$ cat src/sv/clas_pkg.sv
`timescale 1ns / 1ps

package clas_pkg;

   // Width of the backslash and quote run counters.
   localparam int RUN_BITS = 16;
   // Number of argument indexes; the index saturates at the last one (or 255).
   localparam int MAX_ARGS = 256;
   localparam int IDX_MAX  = ((MAX_ARGS - 1) < 255) ? (MAX_ARGS - 1) : 255;
   // Width that holds any count before it is clamped to the 16-bit field.
   localparam int CNT_W    = (RUN_BITS > 16) ? RUN_BITS : 16;

   localparam logic [7:0] CH_NUL = 8'h00;
   localparam logic [7:0] CH_TAB = 8'h09;
   localparam logic [7:0] CH_SPC = 8'h20;
   localparam logic [7:0] CH_QUO = 8'h22;
   localparam logic [7:0] CH_BSL = 8'h5C;

   typedef logic [RUN_BITS-1:0] run_type;
   localparam run_type RUN_MAX = '1;

   typedef enum logic [1:0] {
      PH_LEAD,
      PH_ARG,
      PH_GAP
   } phase_type;

   typedef struct packed {
      logic [7:0]  out_char;
      logic [15:0] repeat_count;
      logic        arg_end;
      logic        line_end;
      logic [7:0]  arg_number;
      logic        run_overflow;
   } item_type;

   // Up to two result items produced by one input item, in output order.
   typedef struct packed {
      logic [1:0] count;
      item_type   first_item;
      item_type   second_item;
   } push_type;

   function automatic item_type make_item(input logic [7:0] c, input logic [CNT_W-1:0] cnt,
                                          input logic ae, input logic le,
                                          input logic [7:0] idx, input logic ovf);
      item_type it;
      it.out_char   = c;
      it.arg_end    = ae;
      it.line_end   = le;
      it.arg_number = idx;
      if (cnt > CNT_W'(16'hFFFF)) begin
         it.repeat_count = 16'hFFFF;
         it.run_overflow = 1'b1;
      end else begin
         it.repeat_count = cnt[15:0];
         it.run_overflow = ovf;
      end
      return it;
   endfunction

   function automatic push_type put_item(input push_type p, input item_type it);
      push_type q;
      q = p;
      if (p.count == 2'd0) begin
         q.first_item = it;
      end else begin
         q.second_item = it;
      end
      q.count = p.count + 2'd1;
      return q;
   endfunction

endpackage

$ cat src/sv/clas_parser.sv
`timescale 1ns / 1ps

module clas_parser (
   input  logic               clock,
   input  logic               reset,
   input  logic               go,
   input  logic [7:0]         ch,
   output clas_pkg::push_type push
);
   import clas_pkg::*;

   phase_type  phase_ff, phase_in;
   logic       first_ff, first_in;
   logic       quote_ff, quote_in;
   run_type    bs_ff, bs_in;
   run_type    qr_ff, qr_in;
   run_type    qdiv_ff, qdiv_in;
   logic [1:0] qmod_ff, qmod_in;
   logic [7:0] idx_ff, idx_in;
   logic       sat_ff, sat_in;

   push_type   res;
   logic       body;
   logic       skip;
   logic       clear;
   logic       delim;
   logic       ovf;

   assign delim = (ch == CH_SPC) || (ch == CH_TAB);

   always_comb begin
      phase_in = phase_ff;
      first_in = first_ff;
      quote_in = quote_ff;
      bs_in    = bs_ff;
      qr_in    = qr_ff;
      qdiv_in  = qdiv_ff;
      qmod_in  = qmod_ff;
      idx_in   = idx_ff;
      sat_in   = sat_ff;
      res      = '0;
      body     = 1'b0;
      skip     = 1'b0;
      clear    = 1'b0;
      ovf      = sat_ff;

      if (phase_ff != PH_ARG) begin
         if (ch == CH_NUL) begin
            res   = put_item(res, make_item(CH_NUL, '0, phase_ff == PH_LEAD, 1'b1,
                                            idx_ff, 1'b0));
            clear = 1'b1;
         end else if (!delim) begin
            if (phase_ff == PH_LEAD) begin
               first_in = 1'b1;
               idx_in   = 8'd0;
            end else begin
               first_in = 1'b0;
               if (idx_ff < 8'(IDX_MAX)) begin
                  idx_in = idx_ff + 8'd1;
               end
            end
            phase_in = PH_ARG;
            quote_in = 1'b0;
            bs_in    = '0;
            qr_in    = '0;
            qdiv_in  = '0;
            qmod_in  = 2'd1;
            sat_in   = 1'b0;
            body     = 1'b1;
         end
      end else begin
         body = 1'b1;
      end

      if (body && first_in) begin
         // The first argument only toggles quoting; backslashes are literal.
         if (ch == CH_NUL) begin
            res   = put_item(res, make_item(CH_NUL, '0, 1'b1, 1'b1, idx_in, 1'b0));
            clear = 1'b1;
         end else if (!quote_in && delim) begin
            res      = put_item(res, make_item(CH_NUL, '0, 1'b1, 1'b0, idx_in, 1'b0));
            phase_in = PH_GAP;
         end else if (ch == CH_QUO) begin
            quote_in = !quote_in;
         end else begin
            res = put_item(res, make_item(ch, CNT_W'(1), 1'b0, 1'b0, idx_in, 1'b0));
         end
      end else if (body) begin
         ovf = sat_in;
         if (bs_in != '0) begin
            if (ch == CH_BSL) begin
               if (bs_in != RUN_MAX) begin
                  bs_in = bs_in + run_type'(1);
               end else begin
                  sat_in = 1'b1;
               end
               skip = 1'b1;
            end else begin
               sat_in = 1'b0;
               if (ch == CH_QUO) begin
                  if ((bs_in >> 1) != '0) begin
                     res = put_item(res, make_item(CH_BSL, CNT_W'(bs_in >> 1), 1'b0, 1'b0,
                                                   idx_in, ovf));
                  end
                  if (bs_in[0]) begin
                     // An odd run escapes the quote, which is consumed here.
                     res  = put_item(res, make_item(CH_QUO, CNT_W'(1), 1'b0, 1'b0,
                                                    idx_in, ovf));
                     skip = 1'b1;
                  end
               end else begin
                  res = put_item(res, make_item(CH_BSL, CNT_W'(bs_in), 1'b0, 1'b0,
                                                idx_in, ovf));
               end
               bs_in = '0;
            end
         end else if (qr_in != '0) begin
            if (ch == CH_QUO) begin
               if (qr_in != RUN_MAX) begin
                  qr_in = qr_in + run_type'(1);
                  if (qmod_in == 2'd2) begin
                     qmod_in = 2'd0;
                     qdiv_in = qdiv_in + run_type'(1);
                  end else begin
                     qmod_in = qmod_in + 2'd1;
                  end
               end else begin
                  sat_in = 1'b1;
               end
               skip = 1'b1;
            end else begin
               sat_in = 1'b0;
               if (qdiv_in != '0) begin
                  res = put_item(res, make_item(CH_QUO, CNT_W'(qdiv_in), 1'b0, 1'b0,
                                                idx_in, ovf));
               end
               quote_in = (qmod_in == 2'd1);
               qr_in    = '0;
               qdiv_in  = '0;
               qmod_in  = 2'd1;
            end
         end

         if (!skip) begin
            if (ch == CH_NUL) begin
               res   = put_item(res, make_item(CH_NUL, '0, 1'b1, 1'b1, idx_in, 1'b0));
               clear = 1'b1;
            end else if (!quote_in && delim) begin
               res      = put_item(res, make_item(CH_NUL, '0, 1'b1, 1'b0, idx_in, 1'b0));
               phase_in = PH_GAP;
            end else if (ch == CH_BSL) begin
               bs_in = bs_in + run_type'(1);
            end else if (ch == CH_QUO) begin
               if (quote_in) begin
                  // Run of one quote: (run + 1) is 2, so div 0 and mod 2.
                  qr_in   = qr_in + run_type'(1);
                  qmod_in = 2'd2;
               end else begin
                  quote_in = 1'b1;
               end
            end else begin
               res = put_item(res, make_item(ch, CNT_W'(1), 1'b0, 1'b0, idx_in, 1'b0));
            end
         end
      end

      if (clear) begin
         phase_in = PH_LEAD;
         first_in = 1'b1;
         quote_in = 1'b0;
         bs_in    = '0;
         qr_in    = '0;
         qdiv_in  = '0;
         qmod_in  = 2'd1;
         idx_in   = 8'd0;
         sat_in   = 1'b0;
      end
   end

   always_comb begin
      push = res;
      if (!go) begin
         push.count = 2'd0;
      end
   end

   always_ff @(posedge clock) begin
      if (reset) begin
         phase_ff <= PH_LEAD;
         first_ff <= 1'b1;
         quote_ff <= 1'b0;
         bs_ff    <= '0;
         qr_ff    <= '0;
         qdiv_ff  <= '0;
         qmod_ff  <= 2'd1;
         idx_ff   <= 8'd0;
         sat_ff   <= 1'b0;
      end else if (go) begin
         phase_ff <= phase_in;
         first_ff <= first_in;
         quote_ff <= quote_in;
         bs_ff    <= bs_in;
         qr_ff    <= qr_in;
         qdiv_ff  <= qdiv_in;
         qmod_ff  <= qmod_in;
         idx_ff   <= idx_in;
         sat_ff   <= sat_in;
      end
   end

endmodule

$ cat src/sv/clas_queue.sv
`timescale 1ns / 1ps

module clas_queue (
   input  logic               clock,
   input  logic               reset,
   input  clas_pkg::push_type push,
   input  logic               pop,
   output logic               head_valid,
   output clas_pkg::item_type head,
   output logic               space_ok
);
   import clas_pkg::*;

   item_type   mem_ff [4];
   logic [1:0] wr_ptr_ff, wr_ptr_in;
   logic [1:0] rd_ptr_ff, rd_ptr_in;
   logic [2:0] count_ff, count_in;
   logic       pop_fire;

   assign head_valid = (count_ff != 3'd0);
   assign head       = mem_ff[rd_ptr_ff];
   // Room for the two items one input item can produce.
   assign space_ok   = (count_ff <= 3'd2);
   assign pop_fire   = head_valid && pop;

   always_comb begin
      wr_ptr_in = wr_ptr_ff + push.count;
      rd_ptr_in = rd_ptr_ff + {1'b0, pop_fire};
      count_in  = count_ff + {1'b0, push.count} - {2'b00, pop_fire};
   end

   always_ff @(posedge clock) begin
      if (push.count != 2'd0) begin
         mem_ff[wr_ptr_ff] <= push.first_item;
      end
      if (push.count == 2'd2) begin
         mem_ff[wr_ptr_ff + 2'd1] <= push.second_item;
      end
   end

   always_ff @(posedge clock) begin
      if (reset) begin
         wr_ptr_ff <= 2'd0;
         rd_ptr_ff <= 2'd0;
         count_ff  <= 3'd0;
      end else begin
         wr_ptr_ff <= wr_ptr_in;
         rd_ptr_ff <= rd_ptr_in;
         count_ff  <= count_in;
      end
   end

endmodule

$ cat src/sv/command_line_argument_splitter.sv
`timescale 1ns / 1ps

// Channel    Direction  Carries
// req_*      in         one command-line byte per item; a 0 byte ends the line
// rsp_*      out        one run of argument bytes or one end marker per item
//
// An input item is held in the input register, is parsed there, and its
// results enter a four-entry output queue, from whose head they appear on
// rsp_. One input item is taken per cycle while the queue has room for
// two results, so the sustained rate is then one item per cycle, set by
// the combinational parse between input register and queue.
// Reset returns the parser to the start of a line and empties the queue.
// A stall on rsp_tready fills the queue, after which req_tready drops until
// the queue has room again; no result is lost or repeated.
module command_line_argument_splitter (
   input  logic        clock,
   input  logic        reset,
   input  logic        req_tvalid,
   output logic        req_tready,
   input  logic [7:0]  req_tdata,   // [7:0] ch
   output logic        rsp_tvalid,
   input  logic        rsp_tready,
   output logic [31:0] rsp_tdata,   // [7:0] out_char, [23:8] repeat_count, [31:24] arg_number
   output logic        rsp_tlast,   // arg_end
   output logic [1:0]  rsp_tuser    // [0] line_end, [1] run_overflow
);
   import clas_pkg::*;

   logic       in_valid_ff, in_valid_in;
   logic [7:0] in_ch_ff;
   logic       go;
   logic       space_ok;
   push_type   push;
   item_type   head;

   // The held byte is parsed in the cycle the queue can take its results.
   assign go          = in_valid_ff && space_ok;
   assign req_tready  = !in_valid_ff || go;
   assign in_valid_in = (req_tvalid && req_tready) || (in_valid_ff && !go);

   always_ff @(posedge clock) begin
      if (reset) begin
         in_valid_ff <= 1'b0;
      end else begin
         in_valid_ff <= in_valid_in;
      end
   end

   always_ff @(posedge clock) begin
      if (req_tvalid && req_tready) begin
         in_ch_ff <= req_tdata;
      end
   end

   clas_parser u_parser (
      .clock (clock),
      .reset (reset),
      .go    (go),
      .ch    (in_ch_ff),
      .push  (push)
   );

   clas_queue u_queue (
      .clock      (clock),
      .reset      (reset),
      .push       (push),
      .pop        (rsp_tready),
      .head_valid (rsp_tvalid),
      .head       (head),
      .space_ok   (space_ok)
   );

   assign rsp_tdata = {head.arg_number, head.repeat_count, head.out_char};
   assign rsp_tlast = head.arg_end;
   assign rsp_tuser = {head.run_overflow, head.line_end};

endmodule

$ cat config.mk
export PLATFORM = sky130hd
export DESIGN_NAME = command_line_argument_splitter
export DESIGN_NICKNAME = d
export VERILOG_FILES = /design/src/sv/clas_pkg.sv /design/src/sv/clas_parser.sv /design/src/sv/clas_queue.sv /design/src/sv/command_line_argument_splitter.sv
export SDC_FILE = /design/constraint.sdc
export NUM_CORES = 1
export LEC_CHECK = 0
export ABC_AREA = 1
export BUFFER_PORTS_ARGS = -buffer_cell sky130_fd_sc_hd__buf_2
export CELL_PAD_IN_SITES_DETAIL_PLACEMENT = 1
export CELL_PAD_IN_SITES_GLOBAL_PLACEMENT = 2
export CORE_MARGIN = 2
export CORE_UTILIZATION = 40
export CTS_CLUSTER_DIAMETER = 120
export DETAILED_ROUTE_END_ITERATION = 7
export PLACE_DENSITY_LB_ADDON = 0.3
export SYNTH_ARGS = -nofsm -noshare
export SYNTH_HDL_FRONTEND = slang
export SYNTH_HIERARCHICAL = 1
export SYNTH_SLANG_ARGS = --single-unit
$ cat constraint.sdc
create_clock -name clock -period 18.94 [get_ports clock]
set_input_delay 0.947 -clock clock [delete_from_list [all_inputs] [get_ports clock]]
set_output_delay 0.947 -clock clock [all_outputs]
set_load 0.01 [all_outputs]
==> results of run 1 <==
[cell families (layout without fill, tap and decap cells)]
family / after synthesis / in the layout / synth area share (%)
adders and majority gates: 21 / 21 / 1.657
other: 1 / 15 / 0.02300
xor gates and xnor gates: 30 / 30 / 1.611
DFF: 219 / 219 / 35.97
and+or+nand+nor: 1032 / 1032 / 28.03
AOI/OAI and AO/OA: 588 / 588 / 22.21
buffers and inverters: 358 / 344 / 10.49
[state kept, by name, indices dropped and copies added (netlist names)]
signal / flops
in_ch_ff: 8
in_valid_ff: 1
u_parser/bs_ff: 16
u_parser/first_ff: 1
u_parser/idx_ff: 8
u_parser/phase_ff: 2
u_parser/qdiv_ff: 16
u_parser/qmod_ff: 2
u_parser/qr_ff: 16
u_parser/quote_ff: 1
u_parser/sat_ff: 1
u_queue/count_ff: 3
u_queue/mem_ff: 140
u_queue/rd_ptr_ff: 2
u_queue/wr_ptr_ff: 2
[through the flow]
stage | area, µm² | setup slack (ns) | instances
finish | 17540 | 11.16 | 2774
global placement | 16640 | 11.56 | 2726
global route | 17540 | 10.52 | 2774
CTS | 17540 | 11.10 | 2774
detailed placement | 16640 | 11.18 | 2726
floorplan | 16360 | 11.95 | 2263
[layout by cell type, fill, tap and decap left out, types with 20 or more instances in the layout]
| master | instances |
|---|---|
| o211ai_1 | 30 |
| buf_2 | 48 |
| nand3_1 | 100 |
| o21ai_2 | 98 |
| nand4_1 | 38 |
| clkbuf_16 | 26 |
| ha_1 | 20 |
| nand2_2 | 43 |
| inv_1 | 208 |
| o21ai_1 | 65 |
| a21oi_1 | 133 |
| edfxtp_1 | 148 |
| o21ai_0 | 168 |
| dfxtp_1 | 70 |
| nand2_1 | 524 |
| o22ai_1 | 38 |
| xor2_1 | 27 |
| nor3_1 | 27 |
| buf_4 | 24 |
| nor2_1 | 241 |
[power by group]
group	internal [W]	switching, W
Clock	0.000322	0.000214
Sequential	0.000542	0.0000145
Combinational	0.0000993	0.000254
Total	0.000963	0.000482
[worst max-delay path: cells and delay by family, from the launching register on]
kind            cells  cell delay, ns
buf+inv             6            1.45
simple gates       16            3.71
compound gates      5            1.14
flops               1            0.49
fa+ha+maj           2            0.52
[metal layers]
metal | routed length (µm) | global-route usage (%) | vias up
li1 | - | - | 7562
met1 | 24460 | 33.30 | 7705
met2 | 28630 | 49.22 | 378
met3 | 2275 | 2.933 | 146
met4 | 2853 | 13.78 | 0
met5 | 0 | 0 | -
[final timing paths]
check / slack (ns) / cells after the start / endpoint / start
max: 11.16 / 29 / u_queue/mem_ff[1][10] / in_ch_ff[0]
min: 0.47 / 2 / u_parser/qdiv_ff[11] / u_parser/qdiv_ff[11]
max reg2reg: 11.16 / 29 / u_queue/mem_ff[1][10] / in_ch_ff[0]
min reg2reg: 0.47 / 2 / u_parser/qdiv_ff[11] / u_parser/qdiv_ff[11]
[cell type report]
cell class / count / share of cell area (%)
Clock inverter: 18 / 1.355
Tap cell: 525 / 3.745
Clock buffer: 30 / 3.795
Sequential cell: 219 / 33.45
Inverter: 224 / 4.793
Multi-Input combinational cell: 1686 / 50.47
Timing Repair Buffer: 72 / 2.397
==> flow_metrics.py, run 1 <==
metrics = {
    "status": {
        "outcome": "finished, final reports clean",
    },
    "sta": {
        "rsz0062_at_grt": "false",
        "setup-violations-final": 0,
        "finalMaxSlewViolations": 0,
        "skew_ns": 0.03573,
        "fin_crit_ns": 7.782,
        "setup_tns_ns": 0,
        "relSlewSlack_pct": 21.52,
        "holdWs_ns": 0.4654,
        "clock.fmax_mhz": 128.5,
        "period_share_pct": 41.09,
        "hold_viol_final": 0,
        "tightest_slew_ns": 1.177,
    },
    "die": {
        "dieArea_um2": 42390,
        "die_h_um": 205.9,
        "io_pins": 49,
        "num_rows": 73,
        "initial_core_util_pct": 40.76,
        "die_w_um": 205.9,
        "core_um2": 40010,
    },
    "synthesis": {
        "ys_top_cells_by_count": "nand2_1 (524), nor2_1 (242), inv_1 (209)",
        "yosysUniqueCellTypes": 57,
        "synth.area.top_cells": "edfxtp_1 (27%), nand2_1 (12%), dfxtp_1 (8.7%), nor2_1 (5.6%), o21ai_2 (5.3%)",
        "synthCells": 2249,
        "synth_edf_count": 148,
        "ys_seq_area_share_pct": 35.97,
        "syn_area_per_cell_um2": 7.250,
        "syn_area_um2": 16310,
        "async_reset_ff_share_pct": 0,
        "yosys.cell_count.top_type": "nand2_1",
        "synth_warnings": 6,
        "synthFlopType": "edfxtp_1",
        "synth_top_cell_by_area": "edfxtp_1",
        "synth.top_cell.area_share_pct": 27.26,
        "ys_seq_elements": 219,
    },
    "clock_network": {
        "clkLatencyLatePin_ns": 0.57,
        "cts_tree": "built",
        "holdBufCountCts": 0,
        "cts.path.max_buffers": 3,
        "cts_made_buffers": 26,
        "clkTransAtPathRegs_ns": 0.06,
        "cts_root_buf": "clkbuf_16",
        "postCtsSetupRepairBufs": 0,
        "ctsResizeCount": 0,
        "cts.sinks": 219,
        "htree_levels": 1,
    },
    "min_path": {
        "min_path_type": "reg2reg",
    },
    "cells_and_area": {
        "nNetsFinal": 2262,
        "multi_input_comb_area_um2": 8853,
        "n_fill_cell": 5083,
        "antennaDiodeCount": 0,
        "area.sequential_um2": 5867,
        "syn2layout_area_growth_pct": 7.581,
        "drive_gt1_share_pct": 14.76,
        "final_util_pct": 43.85,
    },
    "global_route": {
        "grt_pass1_vias": 16310,
        "grt_usage_pct": 27.71,
        "grt_max_degree": 77,
        "antenna_found_initial": 0,
        "grt_remaining_overflow": 0,
        "grt_pass1_wl_mm": 91.48,
    },
    "critical_path": {
        "cp.required_ns": 19.12,
        "path_common_cell": "nor2_1",
        "crit_arrival_ns": 7.96,
        "crit_path_start_kind": "flop",
        "criticalPathCategory": "reg2reg",
        "endpoint_kind": "flop",
        "crit_slowest_cell": "nand3_4",
        "critPathMaxStageDelay_ns": 0.81,
        "path_max_fanout": 76,
    },
    "power": {
        "powerDensity_nw_per_um2": 82.40,
        "total_power_w": 0.001445,
        "ir_worst_vdd_uv": 57.85,
        "p_leak_nw": 6.497,
    },
    "route": {
        "drc": 0,
        "vias_per_cell": 5.693,
        "via_count": 15790,
        "first_iter_violations": 847,
        "drt.antenna.violating_nets": 0,
        "wirelength_mm": 58.22,
        "wl_per_cell_um": 20.99,
        "drt_pre_antenna_iters": 5,
    },
    "placement": {
        "dp_hpwl_mm": 41.11,
        "gp_congestion": 0.9189,
        "portBuffers": 48,
    },
    "job": {
        "max_cap_viol_count": 0,
    },
}
Power figures use the tool's default switching activity.
==> run 2, diff against run 1 <==
ABC_AREA = 0   (was 1)
CORE_UTILIZATION = 38   (was 40)
clock period = 7.1 ns   (was 18.94 ns; I/O delays follow)
==> flow_metrics.py, run 2 <==
metrics = {
    "route": {
        "wirelength_mm": 49.26,
        "drc": 0,
        "via_count": 11890,
        "first_iter_violations": 1001,
        "wl_per_cell_um": 24.64,
        "vias_per_cell": 5.945,
        "drt_pre_antenna_iters": 5,
        "drt.antenna.violating_nets": 0,
    },
    "placement": {
        "portBuffers": 48,
        "dp_hpwl_mm": 33.72,
        "gp_congestion": 0.8424,
        "dp_slack_ns": 1.162,
    },
    "clock_network": {
        "cts.sinks": 219,
        "cts_root_buf": "clkbuf_16",
        "clkLatencyLatePin_ns": 0.57,
        "cts.path.max_buffers": 3,
        "htree_levels": 1,
        "cts_tree": "built",
        "clkTransAtPathRegs_ns": 0.06,
        "cts_made_buffers": 27,
        "ctsResizeCount": 0,
    },
    "power": {
        "switching_share_pct": 29.05,
        "ir_worst_vdd_uv": 180.8,
        "p_switching_w": 0.0009898,
        "p_leak_nw": 5.485,
        "sequentialPowerShare_pct": 44.2,
        "combPwrFrac_pct": 18.2,
        "powerDensity_nw_per_um2": 212.8,
        "power.internal_w": 0.002417,
        "p_clk_share_pct": 37.6,
    },
    "global_route": {
        "grt_remaining_overflow": 0,
        "antenna_found_initial": 1,
        "grt_max_degree": 44,
        "grt_usage_pct": 25.05,
        "grt_pass1_wl_mm": 75.82,
        "grt_pass1_vias": 12360,
    },
    "die": {
        "dieArea_um2": 39730,
        "core_um2": 37580,
        "num_rows": 71,
        "initial_core_util_pct": 38.58,
        "die_h_um": 199.3,
        "die_w_um": 199.3,
        "io_pins": 49,
    },
    "min_path": {
        "hp-start": "req_tvalid",
        "min_to": "in_valid_ff",
        "min_path_type": "in2reg",
        "holdPathStages": 3,
    },
    "critical_path": {
        "endpoint_kind": "flop",
        "criticalPathCategory": "reg2reg",
        "rr_worst_depth": 16,
        "crit_arrival_ns": 6.44,
        "cp.required_ns": 7.53,
        "r2r-start": "in_ch_ff[2]",
        "crit_path_start_kind": "flop",
        "r2r_end": "u_queue/mem_ff[2][30]",
        "path_max_fanout": 43,
        "r2r_slack_ns": 1.10,
    },
    "synthesis": {
        "yosysUniqueCellTypes": 99,
        "ys_top_cells_by_count": "edfxtp_1 (148), nor2_1 (148), nand2_1 (145)",
        "ys_seq_elements": 219,
        "syn_area_um2": 14500,
        "synth_warnings": 6,
        "synthCells": 1452,
        "synth.top_cell.area_share_pct": 30.66,
        "synth.area.top_cells": "edfxtp_1 (31%), dfxtp_1 (9.8%), mux2_2 (8.9%), mux4_2 (5.4%), nor2_1 (3.8%)",
        "async_reset_ff_share_pct": 0,
        "ys_seq_area_share_pct": 40.46,
        "synth_edf_count": 148,
        "synth_top_cell_by_area": "edfxtp_1",
        "syn_area_per_cell_um2": 9.984,
        "synthFlopType": "edfxtp_1",
    },
    "sta": {
        "setup_slack_ns": 1.098,
        "hold_viol_final": 0,
        "clock.fmax_mhz": 166.6,
        "tightest_slew_ns": 1.193,
        "rsz0062_at_grt": "false",
        "period_share_pct": 84.53,
        "finalMaxSlewViolations": 0,
        "setup-violations-final": 0,
        "relSlewSlack_pct": 19.59,
        "fin_crit_ns": 6.002,
        "setup_tns_ns": 0,
        "skew_ns": 0.01620,
    },
    "cells_and_area": {
        "largest-register": "u_queue/mem_ff",
        "area.sequential_um2": 5868,
        "mostFrequentLayoutCells": "edfxtp_1 (148), nor2_1 (146), nand2_1 (145)",
        "largest_reg_flops": 140,
        "nNetsFinal": 1499,
        "drive_gt1_share_pct": 22.93,
        "syn2layout_area_growth_pct": 10.45,
        "n_fill_cell": 4199,
        "multi_input_comb_area_um2": 8023,
        "layout_commonest_cell": "edfxtp_1",
    },
    "status": {
        "outcome": "finished, final reports clean",
    },
    "job": {
        "max_cap_viol_count": 0,
    },
}
## run 2: cell count changes in the layout (fill, tap and decap cells not counted), sizes merged, moves of 35 or more
cell / previous run / this run
nand2: 569 / 145
o21ai: 331 / 83
inv: 225 / 30
mux2: 0 / 144
nor2: 269 / 148
nand3: 108 / 28
mux4: 0 / 35
## run 2: worst max path at each step
stage / start / to / slack [ns]
after global placement: in_ch_ff[7] / u_queue/mem_ff[1][15] / 1.18
after CTS: in_ch_ff[2] / u_queue/mem_ff[1][11] / 1.09
final: in_ch_ff[2] / u_queue/mem_ff[2][30] / 1.10
after floorplan: in_ch_ff[2] / u_queue/mem_ff[2][0] / 0.46
after detailed placement: in_ch_ff[2] / u_queue/mem_ff[1][13] / 1.16
after global routing: in_ch_ff[5] / u_queue/mem_ff[3][23] / 0.66
## run 2: power groups by stage
stage	Sequential [W]	Combinational [W]	Clock (W)
after floorplan	0.00148	0.000453	0
after global placement	0.00153	0.000615	0
after detailed placement	0.00153	0.000619	0
after CTS	0.00151	0.000627	0.00132
after global routing	0.00152	0.000674	0.00137
final	0.00150	0.000622	0.00128
## run 2: cell type report
cell class / instances / area share, %
multi-input cells: 1100 / 50.11
flip-flops and latches: 219 / 36.65
clock buffers: 31 / 4.314
well taps: 511 / 3.993
repair buffers: 88 / 3.501
clock inverters: 19 / 0.7189
inverters: 30 / 0.7033
diodes: 1 / 0.01563
## run 2: what timing repair did
action                                 in CTS  in global routing
setup endpoints to repair                   0                  0
hold buffers                                8                  0
endpoints found under the hold margin       8                  0
buffers inserted                            0                  0
## run 2: cells by family after synthesis
group           synth area share (%)
mux                            18.09
flops                          40.46
buf+inv                        4.833
compound gates                 15.01
other cells                  0.02587
xor+xnor                       1.942
fa+ha+maj                      1.864
simple gates                   17.77
## run 2: worst max-delay path, cell delays in order, from the launching register on
cell and delay [ns]:
edfxtp_1 0.44, nor4_2 0.48, o211ai_1 0.28, nand2_1 0.20
buf_4 0.49, nand2_1 0.25, ha_1 0.27, inv_1 0.14
a41o_1 0.26, a21o_1 0.65, nor2_1 0.35, mux2_2 0.42
a21oi_1 0.60, o21a_1 0.27, o21ai_0 0.11, a21oi_1 0.38
mux2_2 0.25
## run 2: metal layers
| metal | global-route usage [%] | up-vias | wire length [µm] |
|---|---|---|---|
| met4 | 7.905 | 0 | 1377 |
| met2 | 42.51 | 320 | 23860 |
| met1 | 32.85 | 5998 | 21510 |
| met3 | 3.730 | 91 | 2510 |
| met5 | 0 | - | 0 |
| li1 | - | 5476 | - |
## run 2: metrics by stage
step | hold slack (ns) | cell area (µm²) | utilization (%) | std cells | total power (W)
after global placement | 0.4478 | 15120 | 40.25 | 1940 | 0.002145
after global routing | 0.02337 | 16010 | 42.60 | 1998 | 0.003558
final | 0.04413 | 16010 | 42.61 | 1999 | 0.003407
after floorplan | 0.4174 | 14550 | - | 1466 | 0.001932
after CTS | 0.01509 | 16010 | 42.60 | 1998 | 0.003459
after detailed placement | 0.4564 | 15120 | 40.25 | 1940 | 0.002153
==> run 3, diff against run 2 <==
CORE_UTILIZATION = 42   (was 38)
clock period = 5.7 ns   (was 7.1 ns; I/O delays follow)
==> flow_metrics.py, run 3 (synthesized netlist as in run 2, its figures left out) <==
metrics = {
    "status": {
        "outcome": "finished, final reports clean",
    },
    "min_path": {
        "holdPathStages": 3,
        "min_to": "u_queue/rd_ptr_ff[0]",
        "hp-start": "rsp_tready",
        "min_path_type": "in2reg",
    },
    "critical_path": {
        "critical-path-top-delay-family": "simple AND/OR/NAND/NOR gates",
        "cp.required_ns": 6.10,
        "r2r_slack_ns": 0.39,
        "crit_path_start_kind": "flop",
        "critPathMaxStageDelay_ns": 0.54,
        "r2r_end": "u_queue/mem_ff[0][4]",
        "path_max_fanout": 9,
        "crit_slowest_cell": "o31ai_1",
        "crit_chain": "and3b_1, o211ai_1, nand2_1, and2_1, inv_1, ha_1, nor4b_1, and4_1, a211o_1, nor2_1, a21oi_1, a2bb2oi_1, ha_1, nand2_1, o21a_1, nor2_1, nor2_1, o31ai_1, mux2_2",
        "criticalPathCategory": "reg2reg",
        "crit_arrival_ns": 5.71,
        "r2r-start": "in_ch_ff[0]",
        "cp_num_cells": 19,
        "path_common_cell": "nor2_1",
        "rr_worst_depth": 19,
        "endpoint_kind": "flop",
        "worst-path-buf-inv": 1,
    },
    "job": {
        "max_cap_viol_count": 0,
    },
    "route": {
        "first_iter_violations": 1017,
        "wirelength_mm": 48.48,
        "vias_per_cell": 6.167,
        "drc": 0,
        "drt.antenna.violating_nets": 0,
        "via_count": 12100,
        "drt_pre_antenna_iters": 5,
        "wl_per_cell_um": 24.71,
    },
    "cells_and_area": {
        "final_cells": 1962,
        "drive_gt1_share_pct": 24.09,
        "final_util_pct": 47.56,
        "syn2layout_area_growth_pct": 12.48,
        "nNetsFinal": 1523,
        "mostFrequentLayoutCells": "edfxtp_1 (148), nor2_1 (146), nand2_1 (145)",
        "largest-register": "u_queue/mem_ff",
        "antennaDiodeCount": 0,
        "largest_reg_flops": 140,
        "layout_commonest_cell": "edfxtp_1",
    },
    "power": {
        "total_power_w": 0.004431,
        "p_leak_nw": 5.647,
        "ir_worst_vdd_uv": 222.2,
        "powerDensity_nw_per_um2": 271.8,
    },
    "clock_network": {
        "clkLatencyLatePin_ns": 0.54,
        "cts_made_buffers": 27,
        "htree_levels": 1,
        "cts.sinks": 219,
        "cts_tree": "built",
        "clkTransAtPathRegs_ns": 0.06,
        "cts_root_buf": "clkbuf_16",
        "postCtsSetupRepairBufs": 0,
        "cts.path.max_buffers": 3,
    },
    "sta": {
        "finalMaxSlewViolations": 0,
        "relSlewSlack_pct": 17.66,
        "rsz0062_at_grt": "false",
        "clock.fmax_mhz": 188.3,
        "fin_crit_ns": 5.311,
        "period_share_pct": 93.18,
        "hold_viol_final": 0,
        "tightest_slew_ns": 1.222,
        "setup_tns_ns": 0,
        "setup-violations-final": 0,
        "skew_ns": 0.01506,
    },
    "placement": {
        "gp_congestion": 0.9096,
        "dp_hpwl_mm": 33.72,
        "portBuffers": 48,
        "dp.cells": 1907,
    },
    "global_route": {
        "grt_usage_pct": 26.73,
        "grt_pass1_vias": 12480,
        "antenna_found_initial": 0,
        "grt_pass1_wl_mm": 75.09,
        "grt_remaining_overflow": 0,
        "grt_max_degree": 54,
    },
    "die": {
        "die_w_um": 189.8,
        "io_pins": 49,
        "num_rows": 68,
        "die_h_um": 189.8,
        "initial_core_util_pct": 42.28,
        "dieArea_um2": 36020,
        "core_um2": 34290,
    },
}
[run 3: changes by cell type in the layout (fill, tap and decap cells not counted), sizes merged]
cell	previous run	this run
bufinv	0	5
dlygate4sd3	8	9
inv	30	29
clkinv	19	10
diode	1	0
buf	80	103
clkinvlp	0	1
[run 3: final cells by class]
| cell class | instances | area [µm²] |
|---|---|---|
| Tap cell | 455 | 569.3 |
| Timing Repair Buffer | 112 | 834.6 |
| Multi-Input combinational cell | 1100 | 8029 |
| Inverter | 30 | 112.6 |
| Sequential cell | 219 | 5868 |
| Clock inverter | 15 | 201.4 |
| Fill cell | 3793 | 17980 |
| Clock buffer | 31 | 690.7 |
[run 3: repair_timing]
item                                   in CTS  in global routing
setup endpoints to repair                   0                 28
hold buffers                                9                  0
endpoints found under the hold margin       9                  0
gates resized for setup                     0                  3
[run 3: worst reg2reg max path, cell delays in order (launching register included)]
cell and delay [ns]:
edfxtp_1 0.45, and3b_1 0.25, o211ai_1 0.38, nand2_1 0.17
and2_1 0.23, inv_1 0.11, ha_1 0.24, nor4b_1 0.41
and4_1 0.36, a211o_1 0.18, nor2_1 0.05, a21oi_1 0.12
a2bb2oi_1 0.31, ha_1 0.39, nand2_1 0.31, o21a_1 0.24
nor2_1 0.09, nor2_1 0.08, o31ai_1 0.54, mux2_2 0.28
[run 3: worst max-delay path by stage]
| stage | to | slack, ns | startpoint |
|---|---|---|---|
| after floorplan | u_queue/mem_ff[0][0] | 0.14 | in_ch_ff[2] |
| after global routing | u_queue/mem_ff[0][4] | 0.004 | in_ch_ff[0] |
| after CTS | u_queue/mem_ff[0][34] | 0.24 | in_ch_ff[0] |
| after detailed placement | u_queue/mem_ff[0][4] | 0.29 | in_ch_ff[0] |
| after global placement | u_queue/mem_ff[0][1] | 0.42 | in_ch_ff[0] |
| final | u_queue/mem_ff[0][4] | 0.39 | in_ch_ff[0] |
[run 3: metrics by stage]
| stage | setup WS, ns | hold WS (ns) | area (µm²) |
|---|---|---|---|
| 4_1_cts | 0.2431 | 0.1512 | 16300 |
| 2_1_floorplan | 0.1351 | 0.3474 | 14570 |
| 3_5_place_dp | 0.2855 | 0.4509 | 15310 |
| 6_report | 0.3885 | 0.1686 | 16310 |
| 3_3_place_gp | 0.4154 | 0.4433 | 15310 |
| 5_1_grt | 0.004125 | 0.1885 | 16310 |
[run 3: where the power goes]
group	internal [W]	switching, W
Sequential	0.00178	0.0000601
Clock	0.00108	0.000683
Combinational	0.000366	0.000454
[run 3: layer usage]
metal | GRT usage, % | wire length (µm)
met1 | 35.93 | 21460
met2 | 45.65 | 23500
met3 | 2.859 | 2222
met4 | 7.812 | 1298
met5 | 0 | 0
